===== src/dlpd_pkg.sv =====
// Shared constants and types for the debounced long-press detector.
// No dependencies; imported by dlpd_channel and the core top level.
package dlpd_pkg;

  // Number of push inputs polled together
  localparam int NUM_INPUTS = 2;

  // Field widths
  localparam int TIME_W     = 32;
  localparam int DEBOUNCE_W = 16;
  localparam int HOLD_W     = 24;
  localparam int FIRED_W    = $clog2(NUM_INPUTS + 1);

  // APB register map: register index is paddr[ADDR_W-1:2]
  localparam int ADDR_W = 4;
  localparam int DATA_W = 32;
  localparam int REG_W  = ADDR_W - 2;

  localparam logic [REG_W-1:0] REG_DEBOUNCE_TIME = 2'd0;
  localparam logic [REG_W-1:0] REG_HOLD_TIME     = 2'd1;
  localparam logic [REG_W-1:0] REG_ACTIVE_HIGH   = 2'd2;
  localparam logic [REG_W-1:0] REG_INPUT_ENABLE  = 2'd3;

  // Reset values of the configuration registers
  localparam logic [DEBOUNCE_W-1:0] DEBOUNCE_RESET    = 16'd50;
  localparam logic [HOLD_W-1:0]     HOLD_RESET        = 24'd3000;
  localparam logic [NUM_INPUTS-1:0] ACTIVE_HIGH_RESET = 2'd2;
  localparam logic [NUM_INPUTS-1:0] ENABLE_RESET      = 2'd1;

  // Per-input status after one poll
  typedef struct packed {
    logic pressed;  // debounced pressed level
    logic fire;     // press reached the hold time in this poll
    logic holding;  // pressed and not yet fired
  } chan_status_t;

endpackage


===== src/dlpd_channel.sv =====
// One input channel: polarity, debounce and hold timing for a single pin.
// Depends on dlpd_pkg for widths and the channel status struct.
module dlpd_channel (
  input  logic                             clk,
  input  logic                             rst,
  input  logic                             update,
  input  logic                             started,
  input  logic                             enable,
  input  logic                             level,
  input  logic                             active_high,
  input  logic [dlpd_pkg::TIME_W-1:0]      now,
  input  logic [dlpd_pkg::DEBOUNCE_W-1:0]  debounce_time,
  input  logic [dlpd_pkg::HOLD_W-1:0]      hold_time,
  input  logic                             fire_any,
  output dlpd_pkg::chan_status_t           status
);
  import dlpd_pkg::*;

  logic              last_raw;
  logic [TIME_W-1:0] change_time;
  logic              debounced;
  logic [TIME_W-1:0] press_time;
  logic              already_fired;

  logic              raw;
  logic              last_raw_next;
  logic [TIME_W-1:0] change_time_next;
  logic              debounced_next;
  logic [TIME_W-1:0] press_time_next;
  logic              fired_pre;
  logic              already_fired_next;
  logic              stable_long;
  logic              hold_done;
  logic              fire;

  assign raw         = (level == active_high);
  assign stable_long = (now - change_time) >= {{(TIME_W-DEBOUNCE_W){1'b0}}, debounce_time};

  always_comb begin
    last_raw_next    = last_raw;
    change_time_next = change_time;
    debounced_next   = debounced;
    press_time_next  = press_time;
    fired_pre        = already_fired;
    if (!enable) begin
      last_raw_next    = 1'b0;
      change_time_next = now;
      debounced_next   = 1'b0;
      fired_pre        = 1'b0;
    end else if (!started) begin
      // capture only
      last_raw_next    = raw;
      change_time_next = now;
      debounced_next   = 1'b0;
      fired_pre        = 1'b0;
    end else if (raw != last_raw) begin
      last_raw_next    = raw;
      change_time_next = now;
    end else if (raw != debounced && stable_long) begin
      debounced_next = raw;
      if (raw) begin
        press_time_next = change_time;
        fired_pre       = 1'b0;
      end
    end
  end

  assign hold_done = (now - press_time_next) >= {{(TIME_W-HOLD_W){1'b0}}, hold_time};
  assign fire      = enable && started && debounced_next && !fired_pre && hold_done;

  // mark every pressed input once any input fires
  assign already_fired_next = fired_pre | fire | (fire_any & debounced_next);

  assign status.pressed = debounced_next;
  assign status.fire    = fire;
  assign status.holding = debounced_next & ~already_fired_next;

  always_ff @(posedge clk) begin
    if (rst) begin
      last_raw      <= 1'b0;
      change_time   <= '0;
      debounced     <= 1'b0;
      already_fired <= 1'b0;
    end else if (update) begin
      last_raw      <= last_raw_next;
      change_time   <= change_time_next;
      debounced     <= debounced_next;
      already_fired <= already_fired_next;
    end
  end

  // press start time, only read while debounced is set
  always_ff @(posedge clk) begin
    if (update) begin
      press_time <= press_time_next;
    end
  end

endmodule


===== src/debounced_long_press_detector_core.sv =====
// Debounced long-press detector core: poll input register, per-channel
// debounce/hold logic, result register and APB configuration registers.
// Depends on dlpd_pkg and dlpd_channel.
//
// Pipeline: an accepted request waits in the poll register until the result
// register is empty or being drained, and then its result is registered.
// Throughput: one poll per cycle while out_stall is low; the per-channel time
// compares are the only work between the poll register and the result register.
// Reset: synchronous; clears channel state, the started flag, both
// handshake stages and loads the configuration reset values.
module debounced_long_press_detector_core (
  input  logic                             clk,
  input  logic                             rst,
  // poll channel
  input  logic                             in_valid,
  output logic                             in_stall,
  input  logic [dlpd_pkg::TIME_W-1:0]      now,
  input  logic [dlpd_pkg::NUM_INPUTS-1:0]  raw_levels,
  // result channel
  output logic                             out_valid,
  input  logic                             out_stall,
  output logic [dlpd_pkg::FIRED_W-1:0]     fired_source,
  output logic                             hold_in_progress,
  output logic [dlpd_pkg::NUM_INPUTS-1:0]  pressed_levels,
  // configuration port
  input  logic                             psel,
  input  logic                             penable,
  input  logic                             pwrite,
  input  logic [dlpd_pkg::ADDR_W-1:0]      paddr,
  input  logic [dlpd_pkg::DATA_W-1:0]      pwdata,
  output logic [dlpd_pkg::DATA_W-1:0]      prdata,
  output logic                             pready
);
  import dlpd_pkg::*;

  // Configuration registers
  logic [DEBOUNCE_W-1:0] debounce_time;
  logic [HOLD_W-1:0]     hold_time;
  logic [NUM_INPUTS-1:0] active_high_mask;
  logic [NUM_INPUTS-1:0] input_enable_mask;

  logic             cfg_write;
  logic [REG_W-1:0] reg_idx;

  // Poll register
  logic                  in_full;
  logic [TIME_W-1:0]     in_now;
  logic [NUM_INPUTS-1:0] in_levels;

  logic started;
  logic accept;
  logic move;

  chan_status_t          chan_status [NUM_INPUTS];
  logic [NUM_INPUTS-1:0] fire_vec;
  logic [NUM_INPUTS-1:0] pressed_vec;
  logic [NUM_INPUTS-1:0] holding_vec;
  logic                  fire_any;
  logic [FIRED_W-1:0]    fired_next;

  // ---------------------------------------------------------------------
  // APB registers: always ready, write on the access phase
  // ---------------------------------------------------------------------
  assign pready    = 1'b1;
  assign reg_idx   = paddr[ADDR_W-1:2];
  assign cfg_write = psel && penable && pwrite && pready;

  always_ff @(posedge clk) begin
    if (rst) begin
      debounce_time     <= DEBOUNCE_RESET;
      hold_time         <= HOLD_RESET;
      active_high_mask  <= ACTIVE_HIGH_RESET;
      input_enable_mask <= ENABLE_RESET;
    end else if (cfg_write) begin
      case (reg_idx)
        REG_DEBOUNCE_TIME: debounce_time     <= pwdata[DEBOUNCE_W-1:0];
        REG_HOLD_TIME:     hold_time         <= pwdata[HOLD_W-1:0];
        REG_ACTIVE_HIGH:   active_high_mask  <= pwdata[NUM_INPUTS-1:0];
        REG_INPUT_ENABLE:  input_enable_mask <= pwdata[NUM_INPUTS-1:0];
        default: ;
      endcase
    end
  end

  always_comb begin
    case (reg_idx)
      REG_DEBOUNCE_TIME: prdata = {{(DATA_W-DEBOUNCE_W){1'b0}}, debounce_time};
      REG_HOLD_TIME:     prdata = {{(DATA_W-HOLD_W){1'b0}}, hold_time};
      REG_ACTIVE_HIGH:   prdata = {{(DATA_W-NUM_INPUTS){1'b0}}, active_high_mask};
      REG_INPUT_ENABLE:  prdata = {{(DATA_W-NUM_INPUTS){1'b0}}, input_enable_mask};
      default:           prdata = '0;
    endcase
  end

  // ---------------------------------------------------------------------
  // Handshake: the poll register advances into the result register
  // whenever the result register is empty or being drained.
  // ---------------------------------------------------------------------
  assign move     = in_full && (!out_valid || !out_stall);
  assign in_stall = in_full && !move;
  assign accept   = in_valid && !in_stall;

  always_ff @(posedge clk) begin
    if (rst) begin
      in_full <= 1'b0;
    end else if (accept) begin
      in_full <= 1'b1;
    end else if (move) begin
      in_full <= 1'b0;
    end
  end

  // hold the poll payload until it moves on
  always_ff @(posedge clk) begin
    if (accept) begin
      in_now    <= now;
      in_levels <= raw_levels;
    end
  end

  // The first poll after reset only captures levels
  always_ff @(posedge clk) begin
    if (rst) begin
      started <= 1'b0;
    end else if (move) begin
      started <= 1'b1;
    end
  end

  // ---------------------------------------------------------------------
  // Per-input channels, all evaluated in parallel on the held poll
  // ---------------------------------------------------------------------
  for (genvar g = 0; g < NUM_INPUTS; g++) begin : g_chan
    dlpd_channel u_chan (
      .clk           (clk),
      .rst           (rst),
      .update        (move),
      .started       (started),
      .enable        (input_enable_mask[g]),
      .level         (in_levels[g]),
      .active_high   (active_high_mask[g]),
      .now           (in_now),
      .debounce_time (debounce_time),
      .hold_time     (hold_time),
      .fire_any      (fire_any),
      .status        (chan_status[g])
    );
    assign fire_vec[g]    = chan_status[g].fire;
    assign pressed_vec[g] = chan_status[g].pressed;
    assign holding_vec[g] = chan_status[g].holding;
  end

  assign fire_any = |fire_vec;

  // report the lowest-numbered firing input, one-based
  always_comb begin
    fired_next = '0;
    for (int i = NUM_INPUTS - 1; i >= 0; i--) begin
      if (fire_vec[i]) begin
        fired_next = FIRED_W'(i + 1);
      end
    end
  end

  // ---------------------------------------------------------------------
  // Result register
  // ---------------------------------------------------------------------
  always_ff @(posedge clk) begin
    if (rst) begin
      out_valid <= 1'b0;
    end else if (move) begin
      out_valid <= 1'b1;
    end else if (!out_stall) begin
      out_valid <= 1'b0;
    end
  end

  always_ff @(posedge clk) begin
    if (move) begin
      fired_source     <= fired_next;
      hold_in_progress <= |holding_vec;
      pressed_levels   <= pressed_vec;
    end
  end

`ifndef SYNTH
  // A fired input is always among the pressed ones
  a_fired_pressed: assert property (@(posedge clk) disable iff (rst)
    out_valid && (fired_source != '0) |-> (pressed_levels != '0))
    else $error("fired source reported with no pressed input");

  // The reported source is zero or a real input index
  a_fired_range: assert property (@(posedge clk) disable iff (rst)
    out_valid |-> (fired_source <= FIRED_W'(NUM_INPUTS)))
    else $error("fired source out of range");

  // The first poll after reset yields an all-zero result
  a_first_poll: assert property (@(posedge clk) disable iff (rst)
    move && !started |=> (fired_source == '0) && !hold_in_progress &&
                         (pressed_levels == '0))
    else $error("first poll after reset produced a non-empty result");

  // Disabled inputs never show as pressed
  a_disabled_clear: assert property (@(posedge clk) disable iff (rst)
    move |=> ((pressed_levels & ~input_enable_mask) == '0))
    else $error("disabled input reported as pressed");
`endif

endmodule

===== config.mk =====
export PLATFORM = sky130hd
export DESIGN_NAME = debounced_long_press_detector_core
export DESIGN_NICKNAME = d
export VERILOG_FILES = /design/src/dlpd_pkg.sv /design/src/dlpd_channel.sv /design/src/debounced_long_press_detector_core.sv
export SDC_FILE = /design/constraint.sdc
export NUM_CORES = 1
export LEC_CHECK = 0
export ABC_AREA = 0
export BUFFER_PORTS_ARGS = -buffer_cell sky130_fd_sc_hd__buf_4
export CAP_MARGIN = 15
export CORE_MARGIN = 2
export CORE_UTILIZATION = 30
export CTS_CLUSTER_SIZE = 30
export DETAILED_ROUTE_END_ITERATION = 7
export PLACE_DENSITY = 0.52
export SLEW_MARGIN = 20
export SYNTH_ARGS = -nofsm -noshare
export SYNTH_HDL_FRONTEND = slang
export SYNTH_SLANG_ARGS = --single-unit
export TNS_END_PERCENT = 10

===== constraint.sdc =====
create_clock -name clk -period 16.23 [get_ports clk]
set_input_delay 2.4345 -clock clk [delete_from_list [all_inputs] [get_ports clk]]
set_output_delay 2.4345 -clock clk [all_outputs]
set_load 0.01 [all_outputs]

==> metrics.txt <==
Die W 248.6 um; Post-Synth Adder-Cell Area 0.1481; Initial Util 0.3035; DRC Markers 0; total of max-cap violations 0; Seq/Total Area, Yosys 0.3029; ranking of synthesized cells by area edfxtp_1, ha_1, dfxtp_1; nets@finish 2,563; Max-slew headroom 0.3052; DPL Wire Length 47,200 um; Setup CP Type reg -> reg; initial antenna violation count 0; core footprint 59,130 um2; row count 89; Mapped Area 17,950 um2; main combinational cell family by area after synthesis compound AO/OA/AOI/OAI gates; CP endpoint fired_source[0]; R2R cell count 48; DIE AREA 61,790 um2; Largest stage delay, worst path 0.62 ns; Synth-to-Final Area Change 13.26%; status finished clean; DR vias/cell 5.240; Syn Inst Count 2,216; CP Data Required Time 16.54 ns; yosys synthesis warning count 0; Max Freq 87.07 MHz; worst slew pin tran 1.042 ns; Synth Area in Simple Gates 0.1733; CP max FO 10; # hold bufs at CTS 0; crit path launch in_now[1]; Synth Flop Type dfxtp_1; period utilization 0.7076; area share of the leading cell type in the synthesized netlist 0.1723; CTS tree yes; first-pass GRT wire length 92,100 um; Layout Skew 0.03109 ns; Placer Congestion 0.9123; peak supply drop 0.08013 mV; worst r2r src in_now[1]; Pre-antenna DRT Iters 7; Mapped Avg Cell Area 8.098 um2; multiplexer share of the synthesized area 0.03730; Filler Cell Count 6,209; WHS Path Cells 2; clk sinks 220; diodes inserted 0; final hold vios 0; Clock Latency Late Sink 0.58 ns; Port Buffers 97; Reg2Reg Setup Slack 4.75 ns; io pins 117; layout cells sized above 1 0.09574; Commonest cells post-synth nand2_1, a21oi_1, ha_1; complex-gate fraction of the synthesized area 0.2318; Post-synth EDFFs 103; min cycle time layout 11.48 ns; unrepaired setup endpoints after global routing false; worst-case clock buffer depth 3; most frequent cell after synthesis nand2_1; Overall Global Routing Usage 0.1890; Synth area leader edfxtp_1; setup slack after layout 4.745 ns; worst path arrival time 11.79 ns; CTS clk-pin slew, worst paths 0.06 ns; DR vias 16,090; P per Cell Area 85.05 nW/um2; clk root buf clkbuf_16; Critical Path Source Type flop; # Post-CTS Setup Buffers 0; per-cell routed wire length 19.46 um; ys async rst share 0; wirelength, routed 59,780 um; hold_sp g_chan[1].u_chan.change_time[22]; Setup WS pre-CTS 4.773 ns; Overflow after GRT 0; H-tree levels 1; Hold WC Path Type reg -> reg; fin. max-slew vios 0; initial DRC count 864; vias in the first global route 15,910; Yosys reg bits 220; Setup violations, final 0; synth unique cells 88; xor and xnor area share after synthesis 0.04197; largest net degree at the start of global routing 80; setup TNS 0 ns; PostCTS Resize Cnt 0; RR Endpoint fired_source[0]; total CTS buffers 28; Lkg Pwr 8.203 nW; post-route ant nets 0; Critical Path Sink Type flop; Slowest cell on crit path edfxtp_1; Die Height 248.6 um
worst min-delay path by stage:
stage / end
floorplan: g_chan[1].u_chan.change_time[10]
global placement: g_chan[1].u_chan.change_time[19]
detailed placement: g_chan[1].u_chan.change_time[3]
CTS: g_chan[1].u_chan.change_time[5]
global route: g_chan[1].u_chan.change_time[5]
finish: g_chan[1].u_chan.change_time[22]
worst max-delay path, delay by kind of cell, from the launching register on:
family / cells / cell delay, ns
xor+xnor: 2 / 0.27
simple gates: 12 / 2.11
buf+inv: 3 / 0.30
fa+ha+maj: 5 / 1.63
flops: 1 / 0.62
compound gates: 25 / 5.93
mux: 1 / 0.31
layout by cell type, fill, tap and decap left out, drive strengths merged, types with 35 or more instances in the layout:
master and instances:
clkbuf 42, o21ai 109, mux2i 41, nor2 172, nand4 36, nand2 297
inv 206, dfxtp 117, edfxtp 103, a21o 71, xnor2 59, a21oi 259
nand3 35, ha 206, buf 111
state kept, by name, indices dropped and copies added (netlist names):
| register | cells |
|---|---|
| hold_time | 24 |
| out_valid | 1 |
| g_chan.u_chan.press_time | 64 |
| g_chan.u_chan.already_fired | 2 |
| pressed_levels | 2 |
| g_chan.u_chan.last_raw | 2 |
| in_full | 1 |
| in_levels | 2 |
| debounce_time | 16 |
| fired_source | 2 |
| active_high_mask | 2 |
| hold_in_progress | 1 |
| g_chan.u_chan.change_time | 64 |
| started | 1 |
| input_enable_mask | 2 |
| g_chan.u_chan.debounced | 2 |
| in_now | 32 |
layer usage:
metal / vias up / part of all wire / global-route usage
li1: 7996 / - / -
met1: 7597 / 0.47 / 0.2602
met2: 404 / 0.45 / 0.3091
met3: 94 / 0.043 / 0.01560
met4: 0 / 0.036 / 0.06892
met5: - / 0 / 0
per-stage QoR:
stage / total power [mW] / instances / util / hold WS, ns / area (um2)
after floorplan: 0.9780 / 2223 / - / 0.4363 / 17970
after global placement: 1.116 / 3019 / 0.3285 / 0.4414 / 19420
after detailed placement: 1.122 / 3019 / 0.3285 / 0.4465 / 19420
after CTS: 1.743 / 3071 / 0.3437 / 0.4541 / 20330
after global routing: 1.828 / 3071 / 0.3437 / 0.4649 / 20330
final: 1.729 / 3071 / 0.3437 / 0.4525 / 20330
where the power goes:
part           total [mW]  leakage (nW)  switching [mW]  internal, mW
registers           0.631          1.93          0.0258         0.606
logic               0.484          5.83           0.292         0.192
clock network       0.613         0.436           0.254         0.359
cells by family (layout without fill, tap and decap cells):
| kind of cell | after synthesis | after routing |
|---|---|---|
| AND/OR/NAND/NOR | 685 | 685 |
| AO/OA/AOI/OAI | 656 | 656 |
| buffers and inverters | 295 | 370 |
| flip-flops | 220 | 220 |
| adder cells (fa/ha/maj) | 210 | 210 |
| XOR/XNOR | 86 | 86 |
| multiplexers | 62 | 62 |
| other | 2 | 9 |
layout make-up:
cell class / instances / area, um2 / area share
clock buffers: 42 / 804.5 / 0.03958
clock inverters: 10 / 96.34 / 0.004740
flip-flops and latches: 220 / 5435 / 0.2674
repair buffers: 111 / 833.3 / 0.04100
well taps: 773 / 967.2 / 0.04758
multi-input cells: 1708 / 11410 / 0.5614
inverters: 207 / 778.2 / 0.03829
Power figures use the tool's default switching activity.
